File: src/design/sfcc_pkg.sv
// shared types, constants and the crc step for the sensor frame crc checker
`timescale 1ns / 1ps
`default_nettype none

package sfcc_pkg;

    localparam int FRAME_BYTES = 5;
    localparam int CNT_W       = 3;
    localparam int HELD_BYTES  = 4;

    localparam logic [7:0] CRC_POLY = 8'h31;
    localparam logic [7:0] CRC_INIT = 8'hFF;
    localparam logic [7:0] NOT_READY_MASK = 8'h01;

    localparam logic [1:0] ERR_OK        = 2'd0;
    localparam logic [1:0] ERR_NOT_READY = 2'd1;
    localparam logic [1:0] ERR_CRC       = 2'd2;
    localparam logic [1:0] ERR_BUS       = 2'd3;

    localparam logic [1:0] KIND_PPM = 2'd0;
    localparam logic [1:0] KIND_CAL = 2'd1;
    localparam logic [1:0] KIND_VER = 2'd2;
    localparam logic [1:0] KIND_RES = 2'd3;

    typedef struct packed {
        logic [1:0]  error_code;
        logic [27:0] main_value;
        logic [7:0]  status_byte;
        logic [15:0] cal_status;
        logic [15:0] cal_word;
        logic        cal_valid;
        logic [1:0]  answered_kind;
    } t_result;

    typedef struct packed {
        logic [CNT_W-1:0] byte_count;
        logic             last_byte;
    } t_frame_status;

    function automatic logic [7:0] crc8_step(input logic [7:0] crc, input logic [7:0] b);
        logic [7:0] c;
        c = crc ^ b;
        for (int i = 0; i < 8; i++) begin
            if (c[7]) begin
                c = {c[6:0], 1'b0} ^ CRC_POLY;
            end else begin
                c = {c[6:0], 1'b0};
            end
        end
        return c;
    endfunction

endpackage

`default_nettype wire

File: src/design/sfcc_frame.sv
// frame state, crc update and reply decode for one received byte
`timescale 1ns / 1ps
`default_nettype none

module sfcc_frame
    import sfcc_pkg::*;
(
    input  wire logic          i_clk,
    input  wire logic          i_rst_n,
    input  wire logic          i_step,
    input  wire logic [7:0]    i_rx_byte,
    input  wire logic [1:0]    i_reg_kind,
    input  wire logic          i_bus_fail,
    output logic               o_emit,
    output t_result            o_result,
    output t_frame_status      o_status
);

    logic [CNT_W-1:0] r_count, n_count;
    logic [7:0]       r_crc, n_crc;
    logic [23:0]      r_last_ppm, n_last_ppm;
    logic [7:0]       r_held [HELD_BYTES];
    logic [7:0]       w_h    [HELD_BYTES];

    logic [7:0]  w_crc;
    logic        w_last;
    logic        w_crc_ok;
    logic [23:0] w_ppm;
    logic [23:0] w_raw;
    t_result     w_res;

    assign w_crc    = crc8_step(r_crc, i_rx_byte);
    assign w_last   = ({1'b0, r_count} + 4'd1) >= 4'(FRAME_BYTES);
    assign w_crc_ok = (w_crc == 8'h00);
    assign o_emit   = i_bus_fail || w_last;

    // current byte shows through to the decode in the cycle it is written
    always_comb begin
        for (int i = 0; i < HELD_BYTES; i++) begin
            if (!i_bus_fail && r_count == CNT_W'(i)) begin
                w_h[i] = i_rx_byte;
            end else begin
                w_h[i] = r_held[i];
            end
        end
    end

    assign w_ppm = {w_h[1], w_h[2], w_h[3]};
    assign w_raw = {w_h[0], w_h[1], w_h[2]};

    always_comb begin
        w_res = '0;
        w_res.answered_kind = i_reg_kind;
        n_last_ppm = r_last_ppm;
        if (i_bus_fail) begin
            w_res.error_code = ERR_BUS;
            if (i_reg_kind == KIND_PPM) begin
                w_res.main_value = {4'd0, r_last_ppm};
            end else if (i_reg_kind == KIND_VER) begin
                w_res.main_value = 28'hFF;
            end
        end else begin
            w_res.status_byte = w_h[0];
            case (i_reg_kind)
                KIND_PPM: begin
                    if (!w_crc_ok) begin
                        w_res.error_code = ERR_CRC;
                        w_res.main_value = {4'd0, r_last_ppm};
                    end else if ((w_h[0] & NOT_READY_MASK) != 8'h00) begin
                        w_res.error_code = ERR_NOT_READY;
                        w_res.main_value = {4'd0, r_last_ppm};
                    end else begin
                        w_res.main_value = {4'd0, w_ppm};
                        n_last_ppm = w_ppm;
                    end
                end
                KIND_CAL: begin
                    if (w_crc_ok) begin
                        w_res.cal_status = {w_h[0], w_h[1]};
                        w_res.cal_word   = {w_h[2], w_h[3]};
                        w_res.cal_valid  = 1'b1;
                    end else begin
                        w_res.error_code = ERR_CRC;
                    end
                end
                KIND_VER: begin
                    w_res.main_value = {20'd0, w_h[3]};
                    if (!w_crc_ok) begin
                        w_res.error_code = ERR_CRC;
                    end
                end
                default: begin
                    // times ten as eight plus two
                    w_res.main_value = {1'b0, w_raw, 3'd0} + {3'd0, w_raw, 1'b0};
                    if (!w_crc_ok) begin
                        w_res.error_code = ERR_CRC;
                    end
                end
            endcase
        end
    end

    assign o_result = w_res;
    assign o_status = '{byte_count: r_count, last_byte: w_last};

    always_comb begin
        n_count = r_count;
        n_crc   = r_crc;
        if (i_bus_fail || w_last) begin
            n_count = '0;
            n_crc   = CRC_INIT;
        end else begin
            n_count = r_count + CNT_W'(1);
            n_crc   = w_crc;
        end
    end

    always_ff @(posedge i_clk) begin
        if (!i_rst_n) begin
            r_count    <= '0;
            r_crc      <= CRC_INIT;
            r_last_ppm <= '0;
        end else if (i_step) begin
            r_count <= n_count;
            r_crc   <= n_crc;
            if (!i_bus_fail && w_last) begin
                r_last_ppm <= n_last_ppm;
            end
        end
    end

    always_ff @(posedge i_clk) begin
        if (i_step && !i_bus_fail) begin
            for (int i = 0; i < HELD_BYTES; i++) begin
                if (r_count == CNT_W'(i)) begin
                    r_held[i] <= i_rx_byte;
                end
            end
        end
    end

endmodule

`default_nettype wire

File: config.mk
export PLATFORM = sky130hd
export DESIGN_NAME = sfcc_frame
export DESIGN_NICKNAME = d
export VERILOG_FILES = /design/src/design/sfcc_pkg.sv /design/src/design/sfcc_frame.sv
export SDC_FILE = /design/constraint.sdc
export NUM_CORES = 1
export LEC_CHECK = 0
export ABC_CLOCK_PERIOD_IN_PS = 11000
export BUFFER_PORTS_ARGS = -buffer_cell sky130_fd_sc_hd__buf_2
export CAP_MARGIN = 20
export CORE_AREA = 2 2 115 117
export DETAILED_ROUTE_END_ITERATION = 8
export DIE_AREA = 0 0 117 119
export SETUP_SLACK_MARGIN = 0.02
export SLEW_MARGIN = 10
export SYNTH_ARGS = -nofsm -noshare
export SYNTH_HDL_FRONTEND = slang
export SYNTH_SLANG_ARGS = --single-unit
File: constraint.sdc
create_clock -name i_clk -period 11 [get_ports i_clk]
set_clock_uncertainty 0.1 [all_clocks]
set_input_delay 2.2 -clock i_clk [delete_from_list [all_inputs] [get_ports i_clk]]
set_output_delay 2.2 -clock i_clk [all_outputs]
set_load 0.05 [all_outputs]
==> flow_metrics.env, run 1 <==
export IMPL_fmax_mhz=115
export IMPL_grt_max_degree=37
export IMPL_leakagePower_nw=3.01
export IMPL_cp_arrival_ns=6.40
export IMPL_io_buffers=91
export IMPL_design_area_um2=6330
export IMPL_drt_iter0_drc=356
export IMPL_placed_area_um2=6000
export IMPL_h_tree_depth=3
export IMPL_r2r_end="r_last_ppm[14]"
export IMPL_use_met2=0.395
export IMPL_fin_cells=908
export IMPL_gp_congestion=0.933
export IMPL_synth_fp_nets=706
export IMPL_p_per_area_nw_per_um2=128
export IMPL_antenna_found_initial=0
export IMPL_grt_setup_unrepaired="no"
export IMPL_rr_startpoint="r_count[0]"
export IMPL_end_kind="primary output"
export IMPL_hold_end="r_last_ppm[8]"
export IMPL_num_antenna_cells=0
export IMPL_core_area_um2=12900
export IMPL_final_max_slew_viol_count=0
export IMPL_synth_seq_cells=67
export IMPL_final_util=0.491
export IMPL_drtAntennaViolNets=0
export IMPL_hold_viol=0
export IMPL_required_ns=8.70
export IMPL_synth_area_top_cells="edfxtp_1 17%, dfxtp_1 13%, mux2i_1 6.7%"
export IMPL_use_met1=0.324
export IMPL_grt_met3_usage=0.0443
export IMPL_via_count=5205
export IMPL_synthArstFlopShare=0
export IMPL_critPathMaxFanout=27
export IMPL_die_w_um=117
export IMPL_die_h_um=119
export IMPL_viasPerCell=5.73
export IMPL_worst_pin_slew_ns=0.846
export IMPL_clkLatencyLatePin_ns=0.34
export IMPL_rrSetupSlack_ns=6.82
export IMPL_min_period_ns=8.70
export IMPL_synthToLayoutAreaGrowth_pct=13.8
export IMPL_synth_edf_count=32
export IMPL_cts_buffers=9
export IMPL_reg2reg_depth=12
export IMPL_wirelength_mm=16.5
export IMPL_drc=0
export IMPL_cts_root_buf="clkbuf_16"
export IMPL_dpl_cell_count=892
export IMPL_yosysSeqAreaShare=0.299
export IMPL_setup_viol=0
export IMPL_path_class="input pin to primary output"
export IMPL_synth_warning_count=0
export IMPL_dp_hpwl_mm=12.2
export IMPL_grt_overflow=0
export IMPL_row_count=42
export IMPL_ir_drop_mv=0.0714
export IMPL_postSynthAreaPerCell_um2=8.30
export IMPL_fin_crit_sh=0.791
export IMPL_cts_tree="yes"
export IMPL_syn_inst=670
export IMPL_drtPass1Iterations=5
export IMPL_cts_buffer_depth=2
export IMPL_clk_pin_slew_ns=0.06
export IMPL_hp_class="flop to flop"
export IMPL_grt_usage=0.241
export IMPL_start_kind="input pin"
export IMPL_synth_cell_types=67
export IMPL_grt_first_pass_wirelength_mm=26.1
export IMPL_synth_top_area_share=0.173
export IMPL_hold_buffers=0
export IMPL_final_layout_size_suffix_gt1_frac=0.186
export IMPL_status="finished clean"
export IMPL_clock_sinks=67
export IMPL_min_from="r_last_ppm[8]"
export IMPL_grt_busiest_layer="met2"
export IMPL_cts_resized=0
export IMPL_worstHoldPathCells=1
export IMPL_final_setup_tns_ns=0
export IMPL_cts_setup_buffers=0
export IMPL_grt_pass1_vias=4848
export IMPL_synth_top_area_cell="edfxtp_1"
export IMPL_slew_headroom=0.435
export IMPL_n_fill_cell=1274
export IMPL_io_pins=92
export IMPL_start_util=0.432
export IMPL_die_area_um2=13900
export IMPL_maxCapViolations=0
export IMPL_nets=763
export IMPL_avgRoutedWirePerCell_um=18.2
export IMPL_syn_cell_area_um2=5560
export IMPL_synthFlopType="dfxtp_1"
cell type report:
type,count,area [um^2],area share
clock buffers,9,225,0.0356
multi-input cells,520,3510,0.554
clock inverters,7,100,0.0158
well taps,176,220,0.0348
flip-flops and latches,67,1660,0.263
repair buffers,95,485,0.0767
inverters,34,128,0.0202
cells in the final DEF, fill, tap and decap left out, types with 4 or more instances in the layout:
master,instances
ha_1,22
nand4_1,4
nand2_1,92
xor2_1,10
or2_2,5
nor2b_1,5
o21ai_0,29
nor2_1,72
clkbuf_16,9
a31oi_1,7
buf_2,91
nand3_1,6
o22ai_1,30
buf_4,4
edfxtp_1,32
a21oi_1,26
a21o_1,13
and3_1,7
inv_1,32
xnor2_1,39
nor3_1,21
mux2i_1,37
o211ai_1,5
o211a_1,24
dfxtp_1,35
per-stage QoR:
stage | total power [mW] | setup WS, ns | hold slack (ns)
3_5_place_dp | 0.497 | 2.32 | 0.381
6_report | 0.808 | 2.30 | 0.393
4_1_cts | 0.810 | 2.33 | 0.395
3_3_place_gp | 0.495 | 2.39 | 0.375
5_1_grt | 0.843 | 1.97 | 0.414
2_1_floorplan | 0.454 | 2.62 | 0.365
Yosys cell counts (10+ instances only):
master	instances
o22ai_1	30
xor2_1	10
a21o_1	13
inv_1	32
nand2_1	92
mux2i_1	37
a21oi_1	26
clkbuf_1	28
ha_1	22
dfxtp_1	35
nor2_1	72
xnor2_1	39
edfxtp_1	32
o211a_1	24
o21ai_0	29
nor3_1	21
critical path, cell delays in order:
cell and delay [ns]:
buf_2 0.46, or3b_1 0.71, mux2i_2 0.42, inv_1 0.08, ha_1 0.28, maj3_1 0.39, a211o_1 0.31, a31oi_1 0.20
o21ai_1 0.12, a21oi_2 0.32, o21ai_1 0.14, and3b_1 0.17, or3_1 0.36, buf_2 0.22
report_power, final:
group	internal (mW)	switching [mW]
clock	0.200	0.115
sequential	0.269	0.00559
combinational	0.0774	0.141
metal layers:
layer / vias to the layer above / part of all wire
met5: - / 0
met4: 0 / 0.021
met1: 2471 / 0.44
met3: 29 / 0.061
li1: 2504 / -
met2: 201 / 0.48
worst max path at each step:
stage | from | slack (ns) | endpoint | cells after the start
after floorplan | i_bus_fail | 2.62 | o_result[67] | 15
after global placement | i_bus_fail | 2.39 | o_result[67] | 14
after detailed placement | i_bus_fail | 2.32 | o_result[69] | 14
after CTS | i_bus_fail | 2.33 | o_result[69] | 14
after global routing | i_bus_fail | 1.97 | o_result[69] | 14
final | i_bus_fail | 2.30 | o_result[69] | 14
registers in the layout, summed over array words and instances, names as in the netlist:
name        count
r_count         3
r_crc           8
r_held         32
r_last_ppm     24
cell families (layout without fill, tap and decap cells):
logic type,after synthesis,after routing,share of synthesized area
AO/OA/AOI/OAI,170,170,0.216
AND/OR/NAND/NOR,231,231,0.189
buffers and inverters,83,145,0.0707
flip-flops,67,67,0.299
XOR/XNOR,51,51,0.0851
adder cells (fa/ha/maj),25,25,0.0549
multiplexers,43,43,0.0862
Note: power is estimated with default switching activity, not from simulation.
==> run 2, diff against run 1 <==
--- a/config.mk
+++ b/config.mk
@@ -5,12 +5,14 @@
 export SDC_FILE = /design/constraint.sdc
 export NUM_CORES = 1
 export LEC_CHECK = 0
-export ABC_CLOCK_PERIOD_IN_PS = 11000
+export ABC_AREA = 1
+export ABC_CLOCK_PERIOD_IN_PS = 7200
 export BUFFER_PORTS_ARGS = -buffer_cell sky130_fd_sc_hd__buf_2
 export CAP_MARGIN = 20
-export CORE_AREA = 2 2 115 117
+export CORE_AREA = 2 2 119 121
 export DETAILED_ROUTE_END_ITERATION = 8
-export DIE_AREA = 0 0 117 119
+export DIE_AREA = 0 0 121 123
+export PLACE_DENSITY = 0.67
 export SETUP_SLACK_MARGIN = 0.02
 export SLEW_MARGIN = 10
 export SYNTH_ARGS = -nofsm -noshare
==> constraint.sdc (replaced) <==
create_clock -name i_clk -period 7.2 [get_ports i_clk]
set_clock_uncertainty 0.1 [all_clocks]
set_input_delay 1.44 -clock i_clk [delete_from_list [all_inputs] [get_ports i_clk]]
set_output_delay 1.44 -clock i_clk [all_outputs]
set_load 0.05 [all_outputs]
==> run 2 against run 1 <==
Sequential share of layout area shrank 2.1 points. Total power grew 53%. Global-route usage grew 4.3 points. Critical path depth grew 2. Flip-flop and latch count is the same. Non-clock buffer count grew 8. Combinational power grew 94%.
==> flow_metrics.env, run 2 <==
export IMPL_required_ns=5.66
export IMPL_num_antenna_cells=0
export IMPL_cts_root_buf="clkbuf_16"
export IMPL_synth_common_cells="286 x nand2_1, 115 x nor2_1, 107 x inv_1"
export IMPL_synth_edf_count=32
export IMPL_postSynthAreaPerCell_um2=6.15
export IMPL_met2_length_mm=9.24
export IMPL_via_count=6782
export IMPL_gp_congestion=0.995
export IMPL_synthArstFlopShare=0
export IMPL_end_kind="primary output"
export IMPL_synth_seq_cells=67
export IMPL_path_class="input pin to primary output"
export IMPL_topRoutingLayerUsed="met4"
export IMPL_grt_setup_unrepaired="no"
export IMPL_clk_pin_slew_ns=0.05
export IMPL_dpl_cell_count=1226
export IMPL_maxCapViolations=0
export IMPL_worst_slack_ns=1.09
export IMPL_rr_startpoint="r_count[2]"
export IMPL_cp_endpoint="o_result[66]"
export IMPL_synthFlopType="dfxtp_1"
export IMPL_worst_pin_slew_ns=0.685
export IMPL_hold_buffers=0
export IMPL_synth_top_area_cell="nand2_1"
export IMPL_syn_cell_area_um2=6040
export IMPL_leakagePower_nw=3.47
export IMPL_start_util=0.444
export IMPL_clkLatencyLatePin_ns=0.35
export IMPL_synth_cell_types=45
export IMPL_io_pins=92
export IMPL_yosysSeqAreaShare=0.275
export IMPL_drtAntennaViolNets=0
export IMPL_grt_overflow=0
export IMPL_clock_sinks=67
export IMPL_cts_buffers=9
export IMPL_grt_usage=0.285
export IMPL_io_buffers=91
export IMPL_r2r_end="r_last_ppm[11]"
export IMPL_drc=0
export IMPL_final_util=0.506
export IMPL_hold_viol=0
export IMPL_met1_length_mm=8.85
export IMPL_nets=1093
export IMPL_cts_tree="yes"
export IMPL_antenna_found_initial=0
export IMPL_syn_inst=983
export IMPL_n_fill_cell=1398
export IMPL_largest_reg_flops=32
export IMPL_grt_max_degree=42
export IMPL_largest_registers="r_held x32, r_last_ppm x24, r_crc x8"
export IMPL_rrSetupSlack_ns=3.75
export IMPL_synth_fp_nets=1019
export IMPL_reg2reg_depth=13
export IMPL_dp_hpwl_mm=15.6
export IMPL_cts_buffer_depth=2
export IMPL_grt_pass1_vias=6195
export IMPL_synth_warning_count=0
export IMPL_crit_start="i_bus_fail"
export IMPL_cts_setup_buffers=0
export IMPL_final_setup_tns_ns=0
export IMPL_final_max_slew_viol_count=0
export IMPL_setup_viol=0
export IMPL_layout_commonest_cell="nand2_1"
export IMPL_ir_drop_mv=0.133
export IMPL_p_per_area_nw_per_um2=179
export IMPL_wirelength_mm=20.3
export IMPL_dpl_worst_slack_ns=1.12
export IMPL_fin_crit_sh=0.849
export IMPL_synth_area_top_cells="nand2_1 18%, edfxtp_1 16%, dfxtp_1 12%"
export IMPL_fin_cells=1242
export IMPL_die_area_um2=14900
export IMPL_synthToLayoutAreaGrowth_pct=14.0
export IMPL_synth_top_area_share=0.178
export IMPL_avgRoutedWirePerCell_um=16.4
export IMPL_min_period_ns=6.11
export IMPL_die_h_um=123
export IMPL_die_w_um=121
export IMPL_start_kind="input pin"
export IMPL_fmax_mhz=164
export IMPL_grt_first_pass_wirelength_mm=32.9
export IMPL_drtPass1Iterations=5
export IMPL_slew_headroom=0.541
export IMPL_wl_met3_mm=1.49
export IMPL_h_tree_depth=3
export IMPL_top_register="r_held"
export IMPL_row_count=43
export IMPL_cp_arrival_ns=4.57
export IMPL_hp_class="flop to flop"
export IMPL_final_layout_size_suffix_gt1_frac=0.135
export IMPL_whs_ns=0.379
export IMPL_synth_most_common_cell="nand2_1"
export IMPL_viasPerCell=5.46
export IMPL_drt_iter0_drc=707
export IMPL_core_area_um2=13600
export IMPL_mostFrequentLayoutCells="286 x nand2_1, 114 x nor2_1, 107 x inv_1"
export IMPL_critPathMaxFanout=18
export IMPL_cts_resized=0
export IMPL_status="finished clean"
==> run 2: cell types whose count changed in the layout (fill, tap and decap cells not counted), moves of 12 or more <==
| cell | delta |
|---|---|
| a21oi_1 | +73 |
| nand2_1 | +194 |
| nor3_1 | -18 |
| o21ai_1 | +14 |
| o211a_1 | -24 |
| a21o_1 | -12 |
| o21ai_0 | +38 |
| nor2_1 | +42 |
| nand3_1 | +77 |
| inv_1 | +75 |
| o22ai_1 | -26 |
| xnor2_1 | -28 |
| mux2i_1 | -36 |
==> run 2: kinds of logic after synthesis <==
kind of cell,after synthesis,synth area share
compound gates,205,0.178
flops,67,0.275
xor+xnor,24,0.0460
fa+ha+maj,22,0.0455
simple gates,511,0.352
mux,1,0.00166
buf+inv,153,0.102
==> run 2: cell type report <==
| type | instances | area (um^2) | area share |
|---|---|---|---|
| clock buffers | 10 | 229 | 0.0332 |
| clock inverters | 6 | 32.5 | 0.00472 |
| multi-input cells | 763 | 3770 | 0.547 |
| repair buffers | 103 | 546 | 0.0792 |
| inverters | 113 | 425 | 0.0618 |
| well taps | 180 | 225 | 0.0327 |
| flip-flops and latches | 67 | 1660 | 0.241 |
==> run 2: layer usage <==
| layer | vias to the layer above | track usage |
|---|---|---|
| met5 | - | 0 |
| met4 | 0 | 0.127 |
| met3 | 52 | 0.0498 |
| met2 | 311 | 0.453 |
| met1 | 3065 | 0.379 |
| li1 | 3354 | - |
==> run 2: critical path: stages <==
cell and delay (ns):
buf_2 0.12, nor2_2 0.23, buf_4 0.26, nand2_1 0.29, o21ai_0 0.44, inv_1 0.13
ha_1 0.41, nand2_1 0.11, nor2_1 0.16, inv_1 0.08, nor2_1 0.15, nand3_1 0.13
nand4_1 0.11, nand3_1 0.10, a21oi_1 0.14, buf_2 0.27
==> run 2: per-stage QoR <==
stage	cell area (um^2)	total power, mW
2_1_floorplan	6040	0.736
3_3_place_gp	6630	0.846
3_5_place_dp	6630	0.843
4_1_cts	6890	1.24
5_1_grt	6890	1.30
6_report	6890	1.23
==> run 2: worst min-delay path by stage <==
stage | start | slack (ns) | endpoint | cells after the start
floorplan | r_last_ppm[8] | 0.35 | r_last_ppm[8] | 2
global placement | r_last_ppm[6] | 0.37 | r_last_ppm[6] | 2
detailed placement | r_last_ppm[14] | 0.37 | r_last_ppm[14] | 2
CTS | r_last_ppm[14] | 0.38 | r_last_ppm[14] | 2
global route | r_crc[0] | 0.40 | r_crc[0] | 1
finish | r_last_ppm[14] | 0.38 | r_last_ppm[14] | 2
==> run 2: report_power, final <==
group	internal [mW]	switching (mW)
Clock	0.229	0.165
Combinational	0.125	0.299
Sequential	0.409	0.00648
